## config.mk

```make
export PLATFORM = sky130hd
export DESIGN_NAME = easing_curve_evaluator_top_flat
export DESIGN_NICKNAME = d
export VERILOG_FILES = /design/src/design/ecev_pkg.sv /design/src/design/ecev_if.sv /design/src/design/easing_curve_evaluator_top.sv /design/src/design/ecev_mul.sv /design/src/design/ecev_div.sv /design/src/flat_wrapper.sv
export SDC_FILE = /design/constraint.sdc
export NUM_CORES = 2
export LEC_CHECK = 0
export ABC_AREA = 1
export BUFFER_PORTS_ARGS = -buffer_cell sky130_fd_sc_hd__buf_2
export CAP_MARGIN = 0
export CORE_UTILIZATION = 55
export DETAILED_ROUTE_END_ITERATION = 6
export MAX_ROUTING_LAYER = met4
export PLACE_DENSITY = 0.72
export SLEW_MARGIN = 20
export SYNTH_ARGS = -nofsm -noshare
export SYNTH_HDL_FRONTEND = slang
export SYNTH_SLANG_ARGS = --single-unit
```

## constraint.sdc

```tcl
create_clock -name clock -period 18.7 [get_ports clock]
set_clock_uncertainty 0.1 [all_clocks]
set_input_delay 0.935 -clock clock [delete_from_list [all_inputs] [get_ports clock]]
set_output_delay 0.935 -clock clock [all_outputs]
set_load 0.1 [all_outputs]
```

## src/design/ecev_pkg.sv

```systemverilog
// ----------------------------------------------------------------------------
// ecev_pkg
// Shared types, constants and helper functions of the easing curve evaluator.
// ----------------------------------------------------------------------------
package ecev_pkg;

   // fixed point format
   localparam int FRAC_BITS = 16;
   localparam int ONE_Q     = 1 << FRAC_BITS;

   // field widths
   localparam int PROG_W    = 19;
   localparam int OUT_W     = 20;
   localparam int CSR_IDX_W = 3;
   localparam int CSR_DAT_W = 20;
   localparam int MODE_W    = 2;
   localparam int CX_W      = 17;
   localparam int CY_W      = 20;
   localparam int NSTEP_W   = 13;

   // datapath widths
   localparam int T_W    = FRAC_BITS + 2;        // values in zero..one, signed
   localparam int OPA_W  = T_W;
   localparam int OPB_W  = 21;
   localparam int PROD_W = OPA_W + OPB_W;
   localparam int QM_W   = PROD_W - FRAC_BITS + 1;
   localparam int ACC_W  = 26;
   localparam int DIV_NW = ACC_W + FRAC_BITS + 2;
   localparam int DIV_DW = ACC_W + 1;

   // curve modes
   localparam logic [MODE_W-1:0] MODE_LINEAR = 2'd0;
   localparam logic [MODE_W-1:0] MODE_BEZIER = 2'd1;
   localparam logic [MODE_W-1:0] MODE_STEPS  = 2'd2;

   // register indexes
   localparam logic [CSR_IDX_W-1:0] REG_CURVE_MODE    = 3'd0;
   localparam logic [CSR_IDX_W-1:0] REG_CTRL_X1       = 3'd1;
   localparam logic [CSR_IDX_W-1:0] REG_CTRL_Y1       = 3'd2;
   localparam logic [CSR_IDX_W-1:0] REG_CTRL_X2       = 3'd3;
   localparam logic [CSR_IDX_W-1:0] REG_CTRL_Y2       = 3'd4;
   localparam logic [CSR_IDX_W-1:0] REG_STEP_TOTAL    = 3'd5;
   localparam logic [CSR_IDX_W-1:0] REG_JUMP_AT_START = 3'd6;

   typedef enum logic [2:0] {
      ST_IDLE,
      ST_ISSUE,
      ST_WB,
      ST_DIV_GO,
      ST_DIV_WAIT,
      ST_RESP
   } state_type;

   // multiplier operations, in sequence order
   typedef enum logic [3:0] {
      OP_UU,
      OP_SS,
      OP_US,
      OP_A,
      OP_B,
      OP_C,
      OP_M1,
      OP_M2,
      OP_D1,
      OP_D2,
      OP_D3,
      OP_STEP
   } op_type;

   typedef struct packed {
      logic busy;
      logic done;
   } div_status_type;

   // product rounded half away from zero and scaled down
   function automatic logic signed [QM_W-1:0] qround(input logic signed [PROD_W-1:0] p);
      logic [PROD_W-1:0] mag;
      logic [PROD_W-1:0] rnd;
      mag = p[PROD_W-1] ? PROD_W'(-p) : PROD_W'(p);
      rnd = (mag + PROD_W'(ONE_Q / 2)) >> FRAC_BITS;
      return p[PROD_W-1] ? QM_W'(-rnd) : QM_W'(rnd);
   endfunction

   // saturate an accumulator to the result field
   function automatic logic signed [OUT_W-1:0] sat_out(input logic signed [ACC_W-1:0] v);
      logic signed [ACC_W-1:0] hi;
      logic signed [ACC_W-1:0] lo;
      hi = ACC_W'((1 << (OUT_W - 1)) - 1);
      lo = -ACC_W'(1 << (OUT_W - 1));
      if (v > hi) return OUT_W'(hi);
      if (v < lo) return OUT_W'(lo);
      return OUT_W'(v);
   endfunction

   function automatic op_type next_op(input op_type op);
      unique case (op)
         OP_UU:   return OP_SS;
         OP_SS:   return OP_US;
         OP_US:   return OP_A;
         OP_A:    return OP_B;
         OP_B:    return OP_C;
         OP_C:    return OP_M1;
         OP_M1:   return OP_M2;
         OP_M2:   return OP_D1;
         OP_D1:   return OP_D2;
         OP_D2:   return OP_D3;
         default: return OP_UU;
      endcase
   endfunction

endpackage

```

## src/design/ecev_if.sv

```systemverilog
// ----------------------------------------------------------------------------
// ecev_if
// Request, response and register write channels of the easing evaluator.
// ----------------------------------------------------------------------------
interface ecev_req_if;
   logic                                 valid;
   logic                                 ready;
   logic signed [ecev_pkg::PROG_W-1:0]   progress_in;
   modport source (output valid, output progress_in, input ready);
   modport sink   (input valid, input progress_in, output ready);
endinterface

interface ecev_rsp_if;
   logic                                 valid;
   logic                                 ready;
   logic signed [ecev_pkg::OUT_W-1:0]    eased_out;
   modport source (output valid, output eased_out, input ready);
   modport sink   (input valid, input eased_out, output ready);
endinterface

interface ecev_csr_if;
   logic                                 valid;
   logic                                 ready;
   logic [ecev_pkg::CSR_IDX_W-1:0]       reg_index;
   logic [ecev_pkg::CSR_DAT_W-1:0]       wdata;
   modport source (output valid, output reg_index, output wdata, input ready);
   modport sink   (input valid, input reg_index, input wdata, output ready);
endinterface

```

## src/design/easing_curve_evaluator_top.sv

```systemverilog
// ----------------------------------------------------------------------------
// easing_curve_evaluator_top
// Eased progress for linear, cubic bezier and steps timing curves.
// ----------------------------------------------------------------------------
//  channel  dir  handshake      payload
//  req_bus  in   valid/ready    progress_in  (19b signed Q16)
//  rsp_bus  out  valid/ready    eased_out    (20b signed Q16)
//  csr_bus  in   valid/ready    reg_index (3b), wdata (20b)
//
//  linear mode and bezier end points: result taken straight from the clamped input
//  steps mode: one multiply on the shared multiplier, then a divide
//  bezier: NEWTON_STEPS newton steps, then the y evaluation; each newton step is 11
//  multiplies on the shared multiplier plus a divide (none on a flat derivative)
//  one request at a time; req ready is low from accept until rsp is taken
//  synchronous active-high reset restores the register defaults
// ----------------------------------------------------------------------------
module easing_curve_evaluator_top #(
   parameter int NEWTON_STEPS = 8
) (
   input logic         clock,
   input logic         reset,
   ecev_csr_if.sink    csr_bus,
   ecev_req_if.sink    req_bus,
   ecev_rsp_if.source  rsp_bus
);

   localparam int ITER_W = $clog2(NEWTON_STEPS + 1);
   localparam int T_W    = ecev_pkg::T_W;
   localparam int ACC_W  = ecev_pkg::ACC_W;
   localparam int OPB_W  = ecev_pkg::OPB_W;
   localparam int NW     = ecev_pkg::DIV_NW;
   localparam int DW     = ecev_pkg::DIV_DW;
   localparam int NS_W   = ecev_pkg::NSTEP_W;

   // configuration registers
   logic [ecev_pkg::MODE_W-1:0]       mode_ff;
   logic [ecev_pkg::CX_W-1:0]         x1_ff;
   logic signed [ecev_pkg::CY_W-1:0]  y1_ff;
   logic [ecev_pkg::CX_W-1:0]         x2_ff;
   logic signed [ecev_pkg::CY_W-1:0]  y2_ff;
   logic [NS_W-1:0]                   nstep_ff;
   logic                              jump_ff;

   // sequencer and datapath
   ecev_pkg::state_type               state_ff, state_in;
   ecev_pkg::op_type                  op_ff;
   logic [ITER_W-1:0]                 iter_ff;
   logic                              eval_y_ff;
   logic signed [T_W-1:0]             t_ff, s_ff, uu_ff, ss_ff, us_ff, a_ff, b_ff, c_ff;
   logic signed [ACC_W-1:0]           bx_ff, dx_ff;
   logic [NS_W-1:0]                   k_ff;
   logic signed [ecev_pkg::OUT_W-1:0] res_ff;

   logic                              req_acc;
   logic                              mul_en;
   logic                              div_start;
   logic signed [T_W-1:0]             t_clamp;
   logic signed [T_W-1:0]             u_val;
   logic signed [ecev_pkg::OPA_W-1:0] op_a;
   logic signed [OPB_W-1:0]           op_b;
   logic signed [ecev_pkg::PROD_W-1:0] product;
   logic signed [ecev_pkg::QM_W-1:0]  qm;
   logic signed [ACC_W-1:0]           qm_acc;
   logic signed [ACC_W-1:0]           bx_wb, dx_wb;
   logic [NS_W-1:0]                   n_eff;
   logic [ecev_pkg::PROD_W-1:0]       step_sum;
   logic signed [NW-1:0]              div_num;
   logic signed [DW-1:0]              div_den;
   logic signed [NW-1:0]              quotient;
   ecev_pkg::div_status_type          div_stat;
   logic signed [NW:0]                s_new;
   logic                              is_steps;
   logic                              bez_solve;
   logic                              last_iter;

   assign csr_bus.ready = 1'b1;
   assign req_acc  = req_bus.valid && req_bus.ready;
   assign is_steps = (mode_ff == ecev_pkg::MODE_STEPS);

   // register writes
   always_ff @(posedge clock) begin
      if (reset) begin
         mode_ff  <= ecev_pkg::MODE_BEZIER;
         x1_ff    <= 17'd16384;
         y1_ff    <= 20'sd6554;
         x2_ff    <= 17'd16384;
         y2_ff    <= 20'sd65536;
         nstep_ff <= 13'd1;
         jump_ff  <= 1'b0;
      end else if (csr_bus.valid && csr_bus.ready) begin
         unique case (csr_bus.reg_index)
            ecev_pkg::REG_CURVE_MODE:    mode_ff  <= csr_bus.wdata[ecev_pkg::MODE_W-1:0];
            ecev_pkg::REG_CTRL_X1:       x1_ff    <= csr_bus.wdata[ecev_pkg::CX_W-1:0];
            ecev_pkg::REG_CTRL_Y1:       y1_ff    <= $signed(csr_bus.wdata);
            ecev_pkg::REG_CTRL_X2:       x2_ff    <= csr_bus.wdata[ecev_pkg::CX_W-1:0];
            ecev_pkg::REG_CTRL_Y2:       y2_ff    <= $signed(csr_bus.wdata);
            ecev_pkg::REG_STEP_TOTAL:    nstep_ff <= csr_bus.wdata[NS_W-1:0];
            ecev_pkg::REG_JUMP_AT_START: jump_ff  <= csr_bus.wdata[0];
            default: ;
         endcase
      end
   end

   // input clamp to zero..one
   always_comb begin
      if (req_bus.progress_in < 0) begin
         t_clamp = '0;
      end else if (req_bus.progress_in > ecev_pkg::PROG_W'(ecev_pkg::ONE_Q)) begin
         t_clamp = T_W'(ecev_pkg::ONE_Q);
      end else begin
         t_clamp = T_W'(req_bus.progress_in);
      end
      bez_solve = (mode_ff == ecev_pkg::MODE_BEZIER) && (t_clamp != '0)
                  && (t_clamp != T_W'(ecev_pkg::ONE_Q));
   end

   // operand select for the shared multiplier
   always_comb begin
      u_val = T_W'(ecev_pkg::ONE_Q) - s_ff;
      n_eff = (nstep_ff == '0) ? NS_W'(1) : nstep_ff;
      op_a  = '0;
      op_b  = '0;
      case (op_ff)
         ecev_pkg::OP_UU: begin op_a = u_val; op_b = OPB_W'(u_val); end
         ecev_pkg::OP_SS: begin op_a = s_ff;  op_b = OPB_W'(s_ff);  end
         ecev_pkg::OP_US: begin op_a = u_val; op_b = OPB_W'(s_ff);  end
         ecev_pkg::OP_A:  begin op_a = uu_ff; op_b = OPB_W'(s_ff);  end
         ecev_pkg::OP_B:  begin op_a = u_val; op_b = OPB_W'(ss_ff); end
         ecev_pkg::OP_C:  begin op_a = ss_ff; op_b = OPB_W'(s_ff);  end
         ecev_pkg::OP_M1: begin
            op_a = a_ff;
            op_b = eval_y_ff ? OPB_W'(y1_ff) : $signed(OPB_W'(x1_ff));
         end
         ecev_pkg::OP_M2: begin
            op_a = b_ff;
            op_b = eval_y_ff ? OPB_W'(y2_ff) : $signed(OPB_W'(x2_ff));
         end
         ecev_pkg::OP_D1: begin op_a = uu_ff; op_b = $signed(OPB_W'(x1_ff)); end
         ecev_pkg::OP_D2: begin
            op_a = us_ff;
            op_b = $signed(OPB_W'(x2_ff)) - $signed(OPB_W'(x1_ff));
         end
         ecev_pkg::OP_D3: begin
            op_a = ss_ff;
            op_b = OPB_W'(ecev_pkg::ONE_Q) - $signed(OPB_W'(x2_ff));
         end
         ecev_pkg::OP_STEP: begin op_a = t_ff; op_b = $signed(OPB_W'(n_eff)); end
         default: ;
      endcase
   end

   ecev_mul u_mul (
      .clock   (clock),
      .enable  (mul_en),
      .op_a    (op_a),
      .op_b    (op_b),
      .product (product)
   );

   // rounding and accumulation on writeback
   always_comb begin
      qm       = ecev_pkg::qround(product);
      qm_acc   = ACC_W'(qm);
      bx_wb    = (op_ff == ecev_pkg::OP_M1) ? ACC_W'(c_ff) + (qm_acc <<< 1) + qm_acc
                                            : bx_ff + (qm_acc <<< 1) + qm_acc;
      dx_wb    = (op_ff == ecev_pkg::OP_D1) ? (qm_acc <<< 1) + qm_acc
               : (op_ff == ecev_pkg::OP_D2) ? dx_ff + (qm_acc <<< 2) + (qm_acc <<< 1)
                                            : dx_ff + (qm_acc <<< 1) + qm_acc;
      step_sum = ecev_pkg::PROD_W'(product)
               + (jump_ff ? ecev_pkg::PROD_W'(ecev_pkg::ONE_Q - 1) : '0);
   end

   // divider operands
   always_comb begin
      if (is_steps) begin
         div_num = NW'({k_ff, 17'd0}) + NW'(n_eff);
         div_den = DW'({n_eff, 1'b0});
      end else begin
         div_num = NW'(bx_ff - ACC_W'(t_ff)) <<< ecev_pkg::FRAC_BITS;
         div_den = DW'(dx_ff);
      end
      s_new     = (NW + 1)'(s_ff) - (NW + 1)'(quotient);
      last_iter = (iter_ff + 1'b1) == ITER_W'(NEWTON_STEPS);
   end

   ecev_div u_div (
      .clock    (clock),
      .reset    (reset),
      .start    (div_start),
      .dividend (div_num),
      .divisor  (div_den),
      .quotient (quotient),
      .status   (div_stat)
   );

   // next state
   always_comb begin
      state_in = state_ff;
      unique case (state_ff)
         ecev_pkg::ST_IDLE: begin
            if (req_acc) begin
               state_in = (bez_solve || is_steps) ? ecev_pkg::ST_ISSUE : ecev_pkg::ST_RESP;
            end
         end
         ecev_pkg::ST_ISSUE: state_in = ecev_pkg::ST_WB;
         ecev_pkg::ST_WB: begin
            case (op_ff)
               ecev_pkg::OP_M2:   state_in = eval_y_ff ? ecev_pkg::ST_RESP : ecev_pkg::ST_ISSUE;
               ecev_pkg::OP_D3:   state_in = (dx_wb == '0) ? ecev_pkg::ST_ISSUE
                                                           : ecev_pkg::ST_DIV_GO;
               ecev_pkg::OP_STEP: state_in = ecev_pkg::ST_DIV_GO;
               default:           state_in = ecev_pkg::ST_ISSUE;
            endcase
         end
         ecev_pkg::ST_DIV_GO: state_in = ecev_pkg::ST_DIV_WAIT;
         ecev_pkg::ST_DIV_WAIT: begin
            if (div_stat.done) begin
               state_in = is_steps ? ecev_pkg::ST_RESP : ecev_pkg::ST_ISSUE;
            end
         end
         ecev_pkg::ST_RESP: begin
            if (rsp_bus.ready) begin
               state_in = ecev_pkg::ST_IDLE;
            end
         end
         default: state_in = ecev_pkg::ST_IDLE;
      endcase
   end

   // outputs
   always_comb begin
      req_bus.ready     = (state_ff == ecev_pkg::ST_IDLE);
      rsp_bus.valid     = (state_ff == ecev_pkg::ST_RESP);
      rsp_bus.eased_out = res_ff;
      mul_en            = (state_ff == ecev_pkg::ST_ISSUE);
      div_start         = (state_ff == ecev_pkg::ST_DIV_GO);
   end

   // sequencer and datapath registers
   always_ff @(posedge clock) begin
      if (reset) begin
         state_ff  <= ecev_pkg::ST_IDLE;
         op_ff     <= ecev_pkg::OP_UU;
         iter_ff   <= '0;
         eval_y_ff <= 1'b0;
      end else begin
         state_ff <= state_in;
         unique case (state_ff)
            ecev_pkg::ST_IDLE: begin
               if (req_acc) begin
                  t_ff      <= t_clamp;
                  s_ff      <= t_clamp;
                  res_ff    <= ecev_pkg::OUT_W'(t_clamp);
                  iter_ff   <= '0;
                  eval_y_ff <= 1'b0;
                  op_ff     <= is_steps ? ecev_pkg::OP_STEP : ecev_pkg::OP_UU;
               end
            end
            ecev_pkg::ST_WB: begin
               op_ff <= ecev_pkg::next_op(op_ff);
               case (op_ff)
                  ecev_pkg::OP_UU:   uu_ff <= T_W'(qm);
                  ecev_pkg::OP_SS:   ss_ff <= T_W'(qm);
                  ecev_pkg::OP_US:   us_ff <= T_W'(qm);
                  ecev_pkg::OP_A:    a_ff  <= T_W'(qm);
                  ecev_pkg::OP_B:    b_ff  <= T_W'(qm);
                  ecev_pkg::OP_C:    c_ff  <= T_W'(qm);
                  ecev_pkg::OP_M1:   bx_ff <= bx_wb;
                  ecev_pkg::OP_M2: begin
                     bx_ff  <= bx_wb;
                     res_ff <= ecev_pkg::sat_out(bx_wb);
                  end
                  ecev_pkg::OP_D1, ecev_pkg::OP_D2: dx_ff <= dx_wb;
                  ecev_pkg::OP_D3: begin
                     dx_ff <= dx_wb;
                     // flat derivative: evaluate y at the current s
                     if (dx_wb == '0) begin
                        eval_y_ff <= 1'b1;
                     end
                  end
                  ecev_pkg::OP_STEP: k_ff <= step_sum[ecev_pkg::FRAC_BITS +: NS_W];
                  default: ;
               endcase
            end
            ecev_pkg::ST_DIV_WAIT: begin
               if (div_stat.done) begin
                  if (is_steps) begin
                     res_ff <= (quotient > NW'(ecev_pkg::ONE_Q))
                               ? ecev_pkg::OUT_W'(ecev_pkg::ONE_Q)
                               : ecev_pkg::OUT_W'(quotient);
                  end else begin
                     // newton update with clamp to zero..one
                     if (s_new < 0) begin
                        s_ff <= '0;
                     end else if (s_new > (NW + 1)'(ecev_pkg::ONE_Q)) begin
                        s_ff <= T_W'(ecev_pkg::ONE_Q);
                     end else begin
                        s_ff <= T_W'(s_new);
                     end
                     iter_ff <= iter_ff + 1'b1;
                     op_ff   <= ecev_pkg::OP_UU;
                     if (last_iter) begin
                        eval_y_ff <= 1'b1;
                     end
                  end
               end
            end
            default: ;
         endcase
      end
   end

`ifndef SYNTHESIS
   a_accept_leaves_idle: assert property (@(posedge clock) disable iff (reset)
      req_acc |=> state_ff != ecev_pkg::ST_IDLE)
      else $error("request accepted but sequencer stayed idle");

   a_div_busy_in_wait: assert property (@(posedge clock) disable iff (reset)
      div_stat.busy |-> state_ff == ecev_pkg::ST_DIV_WAIT)
      else $error("divider busy outside the divide wait");

   a_iter_bound: assert property (@(posedge clock) disable iff (reset)
      (state_ff == ecev_pkg::ST_ISSUE && !eval_y_ff && !is_steps)
      |-> iter_ff < ITER_W'(NEWTON_STEPS))
      else $error("newton iteration count overran");

   a_s_in_range: assert property (@(posedge clock) disable iff (reset)
      state_ff == ecev_pkg::ST_ISSUE && !is_steps
      |-> (s_ff >= 0 && s_ff <= T_W'(ecev_pkg::ONE_Q)))
      else $error("curve parameter left zero..one");
`endif

endmodule

```

## src/design/ecev_mul.sv

```systemverilog
// ----------------------------------------------------------------------------
// ecev_mul
// Shared signed multiplier with a registered product.
// ----------------------------------------------------------------------------
module ecev_mul (
   input  logic                                  clock,
   input  logic                                  enable,
   input  logic signed [ecev_pkg::OPA_W-1:0]     op_a,
   input  logic signed [ecev_pkg::OPB_W-1:0]     op_b,
   output logic signed [ecev_pkg::PROD_W-1:0]    product
);

   logic signed [ecev_pkg::PROD_W-1:0] prod_ff;

   // product register
   always_ff @(posedge clock) begin
      if (enable) begin
         prod_ff <= ecev_pkg::PROD_W'(op_a) * ecev_pkg::PROD_W'(op_b);
      end
   end

   assign product = prod_ff;

endmodule

```

## src/design/ecev_div.sv

```systemverilog
// ----------------------------------------------------------------------------
// ecev_div
// Radix-2 restoring signed divider, quotient truncated toward zero.
// ----------------------------------------------------------------------------
module ecev_div (
   input  logic                                  clock,
   input  logic                                  reset,
   input  logic                                  start,
   input  logic signed [ecev_pkg::DIV_NW-1:0]    dividend,
   input  logic signed [ecev_pkg::DIV_DW-1:0]    divisor,
   output logic signed [ecev_pkg::DIV_NW-1:0]    quotient,
   output ecev_pkg::div_status_type              status
);

   localparam int NW  = ecev_pkg::DIV_NW;
   localparam int DW  = ecev_pkg::DIV_DW;
   localparam int CNT_W = $clog2(NW + 1);

   logic [NW-1:0]    num_ff;
   logic [DW-1:0]    den_ff;
   logic [DW-1:0]    rem_ff;
   logic [NW-1:0]    quo_ff;
   logic             neg_ff;
   logic [CNT_W-1:0] cnt_ff;
   logic             busy_ff;
   logic             done_ff;

   logic [DW:0]      rem_sh;
   logic             fits;
   logic [DW:0]      rem_sub;

   // one quotient bit per cycle
   always_comb begin
      rem_sh  = {rem_ff, num_ff[NW-1]};
      fits    = rem_sh >= {1'b0, den_ff};
      rem_sub = rem_sh - {1'b0, den_ff};
   end

   // control
   always_ff @(posedge clock) begin
      if (reset) begin
         busy_ff <= 1'b0;
         done_ff <= 1'b0;
         cnt_ff  <= '0;
      end else begin
         done_ff <= 1'b0;
         if (start) begin
            busy_ff <= 1'b1;
            cnt_ff  <= CNT_W'(NW);
         end else if (busy_ff) begin
            cnt_ff <= cnt_ff - 1'b1;
            if (cnt_ff == CNT_W'(1)) begin
               busy_ff <= 1'b0;
               done_ff <= 1'b1;
            end
         end
      end
   end

   // datapath
   always_ff @(posedge clock) begin
      if (start) begin
         num_ff <= dividend[NW-1] ? NW'(-dividend) : NW'(dividend);
         den_ff <= divisor[DW-1] ? DW'(-divisor) : DW'(divisor);
         neg_ff <= dividend[NW-1] ^ divisor[DW-1];
         rem_ff <= '0;
         quo_ff <= '0;
      end else if (busy_ff) begin
         num_ff <= {num_ff[NW-2:0], 1'b0};
         rem_ff <= fits ? rem_sub[DW-1:0] : rem_sh[DW-1:0];
         quo_ff <= {quo_ff[NW-2:0], fits};
      end
   end

   assign quotient    = neg_ff ? -$signed(quo_ff) : $signed(quo_ff);
   assign status.busy = busy_ff;
   assign status.done = done_ff;

endmodule
```

## src/flat_wrapper.sv

```systemverilog
// flat-port wrapper written by rule: the top's interface ports become plain ports
module easing_curve_evaluator_top_flat 
#(
   parameter int NEWTON_STEPS = 8
)
  (clock, reset, csr_bus_valid, csr_bus_reg_index, csr_bus_wdata, csr_bus_ready, req_bus_valid, req_bus_progress_in, req_bus_ready, rsp_bus_valid, rsp_bus_eased_out, rsp_bus_ready);
  ecev_csr_if csr_bus_i ();
  ecev_req_if req_bus_i ();
  ecev_rsp_if rsp_bus_i ();
  input logic clock;
  input logic reset;
  input wire logic [$bits(csr_bus_i.valid)-1:0] csr_bus_valid;
  input wire logic [$bits(csr_bus_i.reg_index)-1:0] csr_bus_reg_index;
  input wire logic [$bits(csr_bus_i.wdata)-1:0] csr_bus_wdata;
  output wire logic [$bits(csr_bus_i.ready)-1:0] csr_bus_ready;
  input wire logic [$bits(req_bus_i.valid)-1:0] req_bus_valid;
  input wire logic [$bits(req_bus_i.progress_in)-1:0] req_bus_progress_in;
  output wire logic [$bits(req_bus_i.ready)-1:0] req_bus_ready;
  output wire logic [$bits(rsp_bus_i.valid)-1:0] rsp_bus_valid;
  output wire logic [$bits(rsp_bus_i.eased_out)-1:0] rsp_bus_eased_out;
  input wire logic [$bits(rsp_bus_i.ready)-1:0] rsp_bus_ready;
  assign csr_bus_i.valid = csr_bus_valid;
  assign csr_bus_i.reg_index = csr_bus_reg_index;
  assign csr_bus_i.wdata = csr_bus_wdata;
  assign csr_bus_ready = csr_bus_i.ready;
  assign req_bus_i.valid = req_bus_valid;
  assign req_bus_i.progress_in = req_bus_progress_in;
  assign req_bus_ready = req_bus_i.ready;
  assign rsp_bus_valid = rsp_bus_i.valid;
  assign rsp_bus_eased_out = rsp_bus_i.eased_out;
  assign rsp_bus_i.ready = rsp_bus_ready;
  easing_curve_evaluator_top #(.NEWTON_STEPS(NEWTON_STEPS)) u_core (.clock(clock), .reset(reset), .csr_bus(csr_bus_i), .req_bus(req_bus_i), .rsp_bus(rsp_bus_i));
endmodule
```

# --- Yosys cells after proc, flatten, opt, wreduce, memory -nomap -nowiden ---
# Memory sizes are Yosys's and may differ from the RTL's. A register that Yosys moved wholly into a read port is not among the register bits.
# Index checks and enable logic that the tools add are counted.
totals:
  mem_bits_ro: 64
  output_inout_bits: 23
  n_memories: 1
  ff_bits: 521
  input_bits: 47
  elab_cells: 231
classes:
  eq_ne: 36
  muxes: 79
  order_cmp: 8
  addsub: 25
  bitwise: 3
  multipliers: 1
  n_reduce_logical: 44
mem_list:
  columns: ["name", "words", "word_bits", "rd", "rd_ports_with_merged_regs", "wr", "line", "rtl"]
  rows:
  - ["(no name shown)", 16, 4, 1, 1, 0, "ecev_pkg.sv:96", "unique case (op)"]
op_table:
  columns: ["cell", "count"]
  rows:
  - ["$mux 44", 5]
  - ["$pmux 21 s9", 1]
  - ["$mux 20", 9]
  - ["$pmux 18 s8", 1]
  - ["$mux 18", 7]
  - ["$mux 26", 4]
  - ["$neg 44->44", 2]
  - ["$add 26x24->26", 3]
  - ["$add 26x25->26", 3]
  - ["$pmux 20 s3", 1]
  - ["$mux 27", 2]
  - ["$gt 45x18->1 const B", 1]
  - ["$lt 45x1->1 const B", 1]
  - ["$sub 18x44->45", 1]
  - ["$gt 44x18->1 const B", 1]
  - ["$mux 21", 2]
  - ["$add 39x16->39 const B", 1]
  - ["$mul 18x21->39", 1]
  - ["$mux 39", 1]
  - ["$neg 39->39", 1]
  - ["$mux 4", 9]
  - ["$pmux 18 s2", 1]
  - ["$reduce_and 3->1", 11]
  - ["$add 30x13->31", 1]
  - ["other kinds (62)", 126]

# --- Longest topological paths before layout ---
depth:
  depth_word: 21
  depth_mapped: 63
  depth_no_buf: 62

# --- By module ---
# From an unflattened synthesis, not the netlist that was laid out.
hier_totals:
  hier_cells: 7879
  hier_area_um2: 57741.6
by_module_without_submodules:
  columns: ["module", "instances", "seq_area_each_um2", "cells_each", "area_per_inst_um2"]
  rows:
  - ["easing_curve_evaluator_top", 1, 8998.6, 4292, 31031.0]
  - ["ecev_mul", 1, 1171.1, 1968, 15781.4]
  - ["ecev_div", 1, 3743.6, 1619, 10929.2]

# --- Least setup slack after synthesis ---
# No wires, ideal clock.
synth_path:
  path_kind: "register to register"
  from: "register u_core.x2_ff[0] in the netlist's numbering"
  to: "register u_core.u_mul.prod_ff, in the netlist u_core.u_mul.product[38], data pin"
  setup_slack_ns: 9.438
  path_stages_with_launch: 63
  period_less_slack_ns: 9.262
  setup_ns: 0.269
  t_required_ns: 18.331
  arrival_time_ns: 8.893
  n_path_buf: 0
  path_cell_list: "dfxtp_1 -> inv_1 -> ha_1 -> fa_1 -> o31ai_1 -> inv_1 -> nor2_1 -> nor2_1 -> o21ai_0 -> and2_1 -> nor2_1 -> nor2_1 -> nor2_1 -> nor2_1 -> nor2_1 -> o21bai_1 -> nand2_1 -> inv_1 -> [... 27 more ...] -> o221ai_1 -> nand3_1 -> nand2_1 -> nand3_1 -> nand2_1 -> nand3_1 -> nand2_1 -> nand3_1 -> nand2_1 -> nand3_1 -> nand2_1 -> nand3_1 -> nand2_1 -> nand2_1 -> nand2_1 -> inv_1 -> o31ai_1 -> xor2_1"
synth_via:
  elab_chain_cells: 3
  word_cells_on_any_way: 5
  classes_between: "add/sub: 2; mul: 1; mux: 2"
synth_rtl:
  columns: ["element", "line", "rtl"]
  rows:
  - ["start, declared", "easing_curve_evaluator_top.sv:39", "logic [ecev_pkg::CX_W-1:0] x2_ff;"]
  - ["start signal, assigned", "easing_curve_evaluator_top.sv:95", "ecev_pkg::REG_CTRL_X2: x2_ff <= csr_bus.wdata[ecev_pkg::CX_W-1:0];"]
  - ["$sub 17x17->18 (tied with other cells)", "easing_curve_evaluator_top.sv:145", "op_b = OPB_W'(ecev_pkg::ONE_Q) - $signed(OPB_W'(x2_ff));"]
  - ["$pmux 21 s9 *", "easing_curve_evaluator_top.sv:123", "case (op_ff)"]
  - ["$mul 18x21->39 *", "ecev_mul.sv:18", "prod_ff <= ecev_pkg::PROD_W'(op_a) * ecev_pkg::PROD_W'(op_b);"]
  - ["end signal, assigned", "ecev_mul.sv:18", null]
  - ["end, declared", "ecev_mul.sv:13", "logic signed [ecev_pkg::PROD_W-1:0] prod_ff;"]
# Mark *: on every way between the ends. The rest lies on a longest branch, timed or not.
# A chain may end at the register's enable or synchronous reset.

# --- Worst setup path in the final report ---
layout_path:
  from: "register u_core.x2_ff[0] in the netlist's numbering"
  to: "register u_core.u_mul.prod_ff, in the netlist u_core.u_mul.product[37], data pin"
# The elaborated chain is that of the path after synthesis.

==> run_results.csv <==
group,metric,value,unit
final_layout,multi_input_area,0.0347,mm²
floorplanning,ios,70,
sta,period_needed,10.98,ns
final_layout,syn_to_final_growth,7.27,%
sta,hold_viol_final,0,
sta,relSlewSlack,24.5,%
yosys,avgSynthCellArea,7.63,µm²
yosys,synth_warnings,0,
final_layout,nFillCells,8923,
placement,dp_hpwl,134,mm
critical_path,crit_path_start_kind,"register",
critical_path,worstPathBufferInverterCount,10,
critical_path,critPathMaxFanout,10,
routing,routed_wl,167,mm
hold_path,holdPathStages,2,
clock_tree,numCtsBuffers,59,
critical_path,rr_worst_depth,59,
placement,portBuffers,68,
floorplanning,dieWidth,316,µm
floorplanning,die_h,316,µm
sta,setup_slack,7.72,ns
clock_tree,clock_latency,0.69,ns
placement,place_ws,7.93,ns
grt,grt_pass1_vias,45900,
grt,grt_pass1_wl,259,mm
sta,setup_viol,0,
grt,grt_overflow,0,
critical_path,required,19.01,ns
floorplanning,row_count,114,
routing,drt_iter0_markers,4646,
clock_tree,clock-sinks,525,
routing,vias_per_cell,5.71,
clock_tree,cts_max_level,2,
yosys,synthMuxAreaShare,0.0393,%
critical_path,crit_path_top_delay_cell,"fa_1",
yosys,synth-seq-cells,525,
final_layout,final_cell_mix,"nand2_1 (1468), inv_1 (1266), nor2_1 (672)",
final_layout,regArea,0.0139,mm²
yosys,synth_seq_area_share,25.7,%
sta,finalSetupTns,0,ns
critical_path,regToRegStartpoint,"u_core.x2_ff[0]",
hold_path,hp-start,"u_core.y1_ff[11]",
critical_path,crit_top_cell,"nand2_1",
yosys,synth_top_family_by_area,"adder cells",
clock_tree,post_cts_buffers,0,
clock_tree,root_buffer,"clkbuf_16",
final_layout,layout-drive-gt1-share,6.69,%
yosys,netlist_area,0.0541,mm²
floorplanning,dieArea,0.0996,mm²
yosys,synth.distinct_cells,69,
clock_tree,post_cts_resized,0,
yosys,synth_edf_count,340,
hold_path,hold_end,"u_core.y1_ff[11]",
routing,drc_errors,21,
routing,routedWlPerCell,19.8,µm
floorplanning,core_region_area,0.0971,mm²
clock_tree,cts_tree,"yes",
critical_path,r2r-end,"u_core.u_mul.product[37]",
critical_path,critical_path_class,"reg2reg",
critical_path,path_delay_family,"adder cells",
clock_tree,clk_path_buf_depth,3,
routing,ant_nets,0,
floorplanning,start_util,55.7,%
yosys,synth_ff_type,"edfxtp_1",
yosys,synth_xor_xnor_area_share,4.01,%
sta,timing.fmax,0.0911,GHz
sta,drv_slew,0,
final_layout,final_common_cell,"nand2_1",
critical_path,worst-r2r-setup-slack,7.72,ns
clock_tree,clk_pin_slew,0.08,ns
sta,tightest_slew,1.13,ns
hold_path,hp-class,"reg2reg",
critical_path,end_kind,"register",
yosys,synth_compound_area_share,11.8,%
yosys,synthAdderAreaFrac,24.9,%
final_layout,final_cell_area,0.0580,mm²
critical_path,cp_data_arrival_time,11.29,ns
yosys,yosys.area_share.simple,23.2,%
status,violations,"design-rule violations",
final_layout,final_nets,7979,
grt,grt_max_degree,93,
yosys,synthArstFlopShare,0,%
grt,track_usage,34.6,%
clock_tree,cts_hold_buffers,0,
critical_path,crit_path_max_incr_delay,0.52,ns
flow_run,cap_viol_max_count,0,
routing,vias,48200,
yosys,syn_inst,7089,
sta,final.period_utilization,58.7,%
sta,rsz0062_at_grt,"false",
grt,antenna_found_initial,3,
routing,drt-pass1-iter-count,7,
placement,dpl-instance-area,0.0560,mm²
placement,globalplace.congestion,0.976,
status,status,"finished, violations left",
-- layout make-up --
type | instances | area share [%]
antenna | 4 | 0.0172
clock buffer | 78 | 2.83
clock inverter | 33 | 0.636
inverter | 1301 | 8.41
multi-input combinational | 5084 | 59.9
sequential | 525 | 24.0
tap | 1276 | 2.75
timing repair buffer | 141 | 1.53
-- metrics by stage --
step           hold WS, ns  cells  utilization [%]
6_report             0.361   8442             59.8
5_1_grt              0.389   8440             59.8
4_1_cts              0.353   8438             59.7
3_5_place_dp         0.348   8327             57.7
3_3_place_gp         0.338   8327             57.7
2_1_floorplan        0.329   7091                -
-- registers in the layout, indices dropped and copies added, names as in the netlist, 20 cells and up, named ones only --
signal                    cells
u_core.dx_ff                 26
u_core.u_div.quo_ff          44
u_core.u_div.den_ff          27
u_core.y1_ff                 20
u_core.u_div.rem_ff          27
u_core.u_mul.product         39
u_core.bx_ff                 26
u_core.u_div.num_ff          44
u_core.y2_ff                 20
u_core.rsp_bus.eased_out     20
-- Yosys cell counts (10+ instances only) --
cell type  count  area share, %
nand2_1     1468             10
inv_1       1268            8.8
nor2_1       681            4.7
fa_1         428             16
a21oi_1      398            3.7
ha_1         392            9.1
o21ai_0      391            3.6
edfxtp_1     340             19
nand3_1      310            2.9
dfxtp_1      185            6.8
xor2_1       167            2.7
clkbuf_1     149            1.0
nand4_1       92            1.1
nor3_1        83           0.77
or2_2         81           0.94
xnor2_1       81            1.3
a22oi_1       67           0.93
nor4_1        45           0.52
nand2_2       43           0.50
a31oi_1       31           0.36
o211ai_1      31           0.43
nor2_2        25           0.29
a221oi_1      21           0.34
inv_2         20           0.14
nor2_4        19           0.40
o22ai_1       19           0.22
o21bai_1      17           0.24
a211oi_1      16           0.22
buf_1         15           0.10
clkinv_1      13          0.090
o21a_1        13           0.18
a21o_1        12           0.17
buf_2         12           0.11
o31ai_1       12           0.17
nand2_4       11           0.23
nand3b_1      11           0.15
o221ai_1      10           0.16
-- routing by layer --
layer	global-route usage (%)	wire length (µm)	vias up
met5	-	0	-
met4	11.0	5650	0
met3	4.18	14000	294
met2	55.0	77500	1884
met1	46.1	70100	23100
li1	-	-	22900
-- worst max path at each step --
| stage | from | to | cells past startpoint |
|---|---|---|---|
| detailed placement | u_core.x2_ff[0] | u_core.u_mul.product[38] | 62 |
| CTS | u_core.x2_ff[0] | u_core.u_mul.product[38] | 62 |
| finish | u_core.x2_ff[0] | u_core.u_mul.product[37] | 59 |
| global placement | u_core.x2_ff[0] | u_core.u_mul.product[37] | 59 |
| floorplan | u_core.x2_ff[0] | u_core.u_mul.product[38] | 62 |
| global route | u_core.x2_ff[0] | u_core.u_mul.product[35] | 59 |
-- worst reg2reg max path: cells and delay by family, from the launching register on --
family          cells  cell delay [ns]
buf+inv            10             1.08
compound gates     10             1.82
fa+ha+maj           9             3.85
simple gates       29             3.39
flops               1             0.36
xor+xnor            1             0.10
-- logic make-up (layout without fill, tap and decap cells) --
family          count (synthesis)  count (layout)
flops                         525             525
mux                             2               2
other cells                     2               8
compound gates               1107            1107
fa+ha+maj                     820             820
xor+xnor                      248             248
buf+inv                      1482            1553
simple gates                 2903            2903
Power is left out: the tool's default activity adds up to more than one toggle a clock period on the data nets, which glitch-free logic cannot reach.
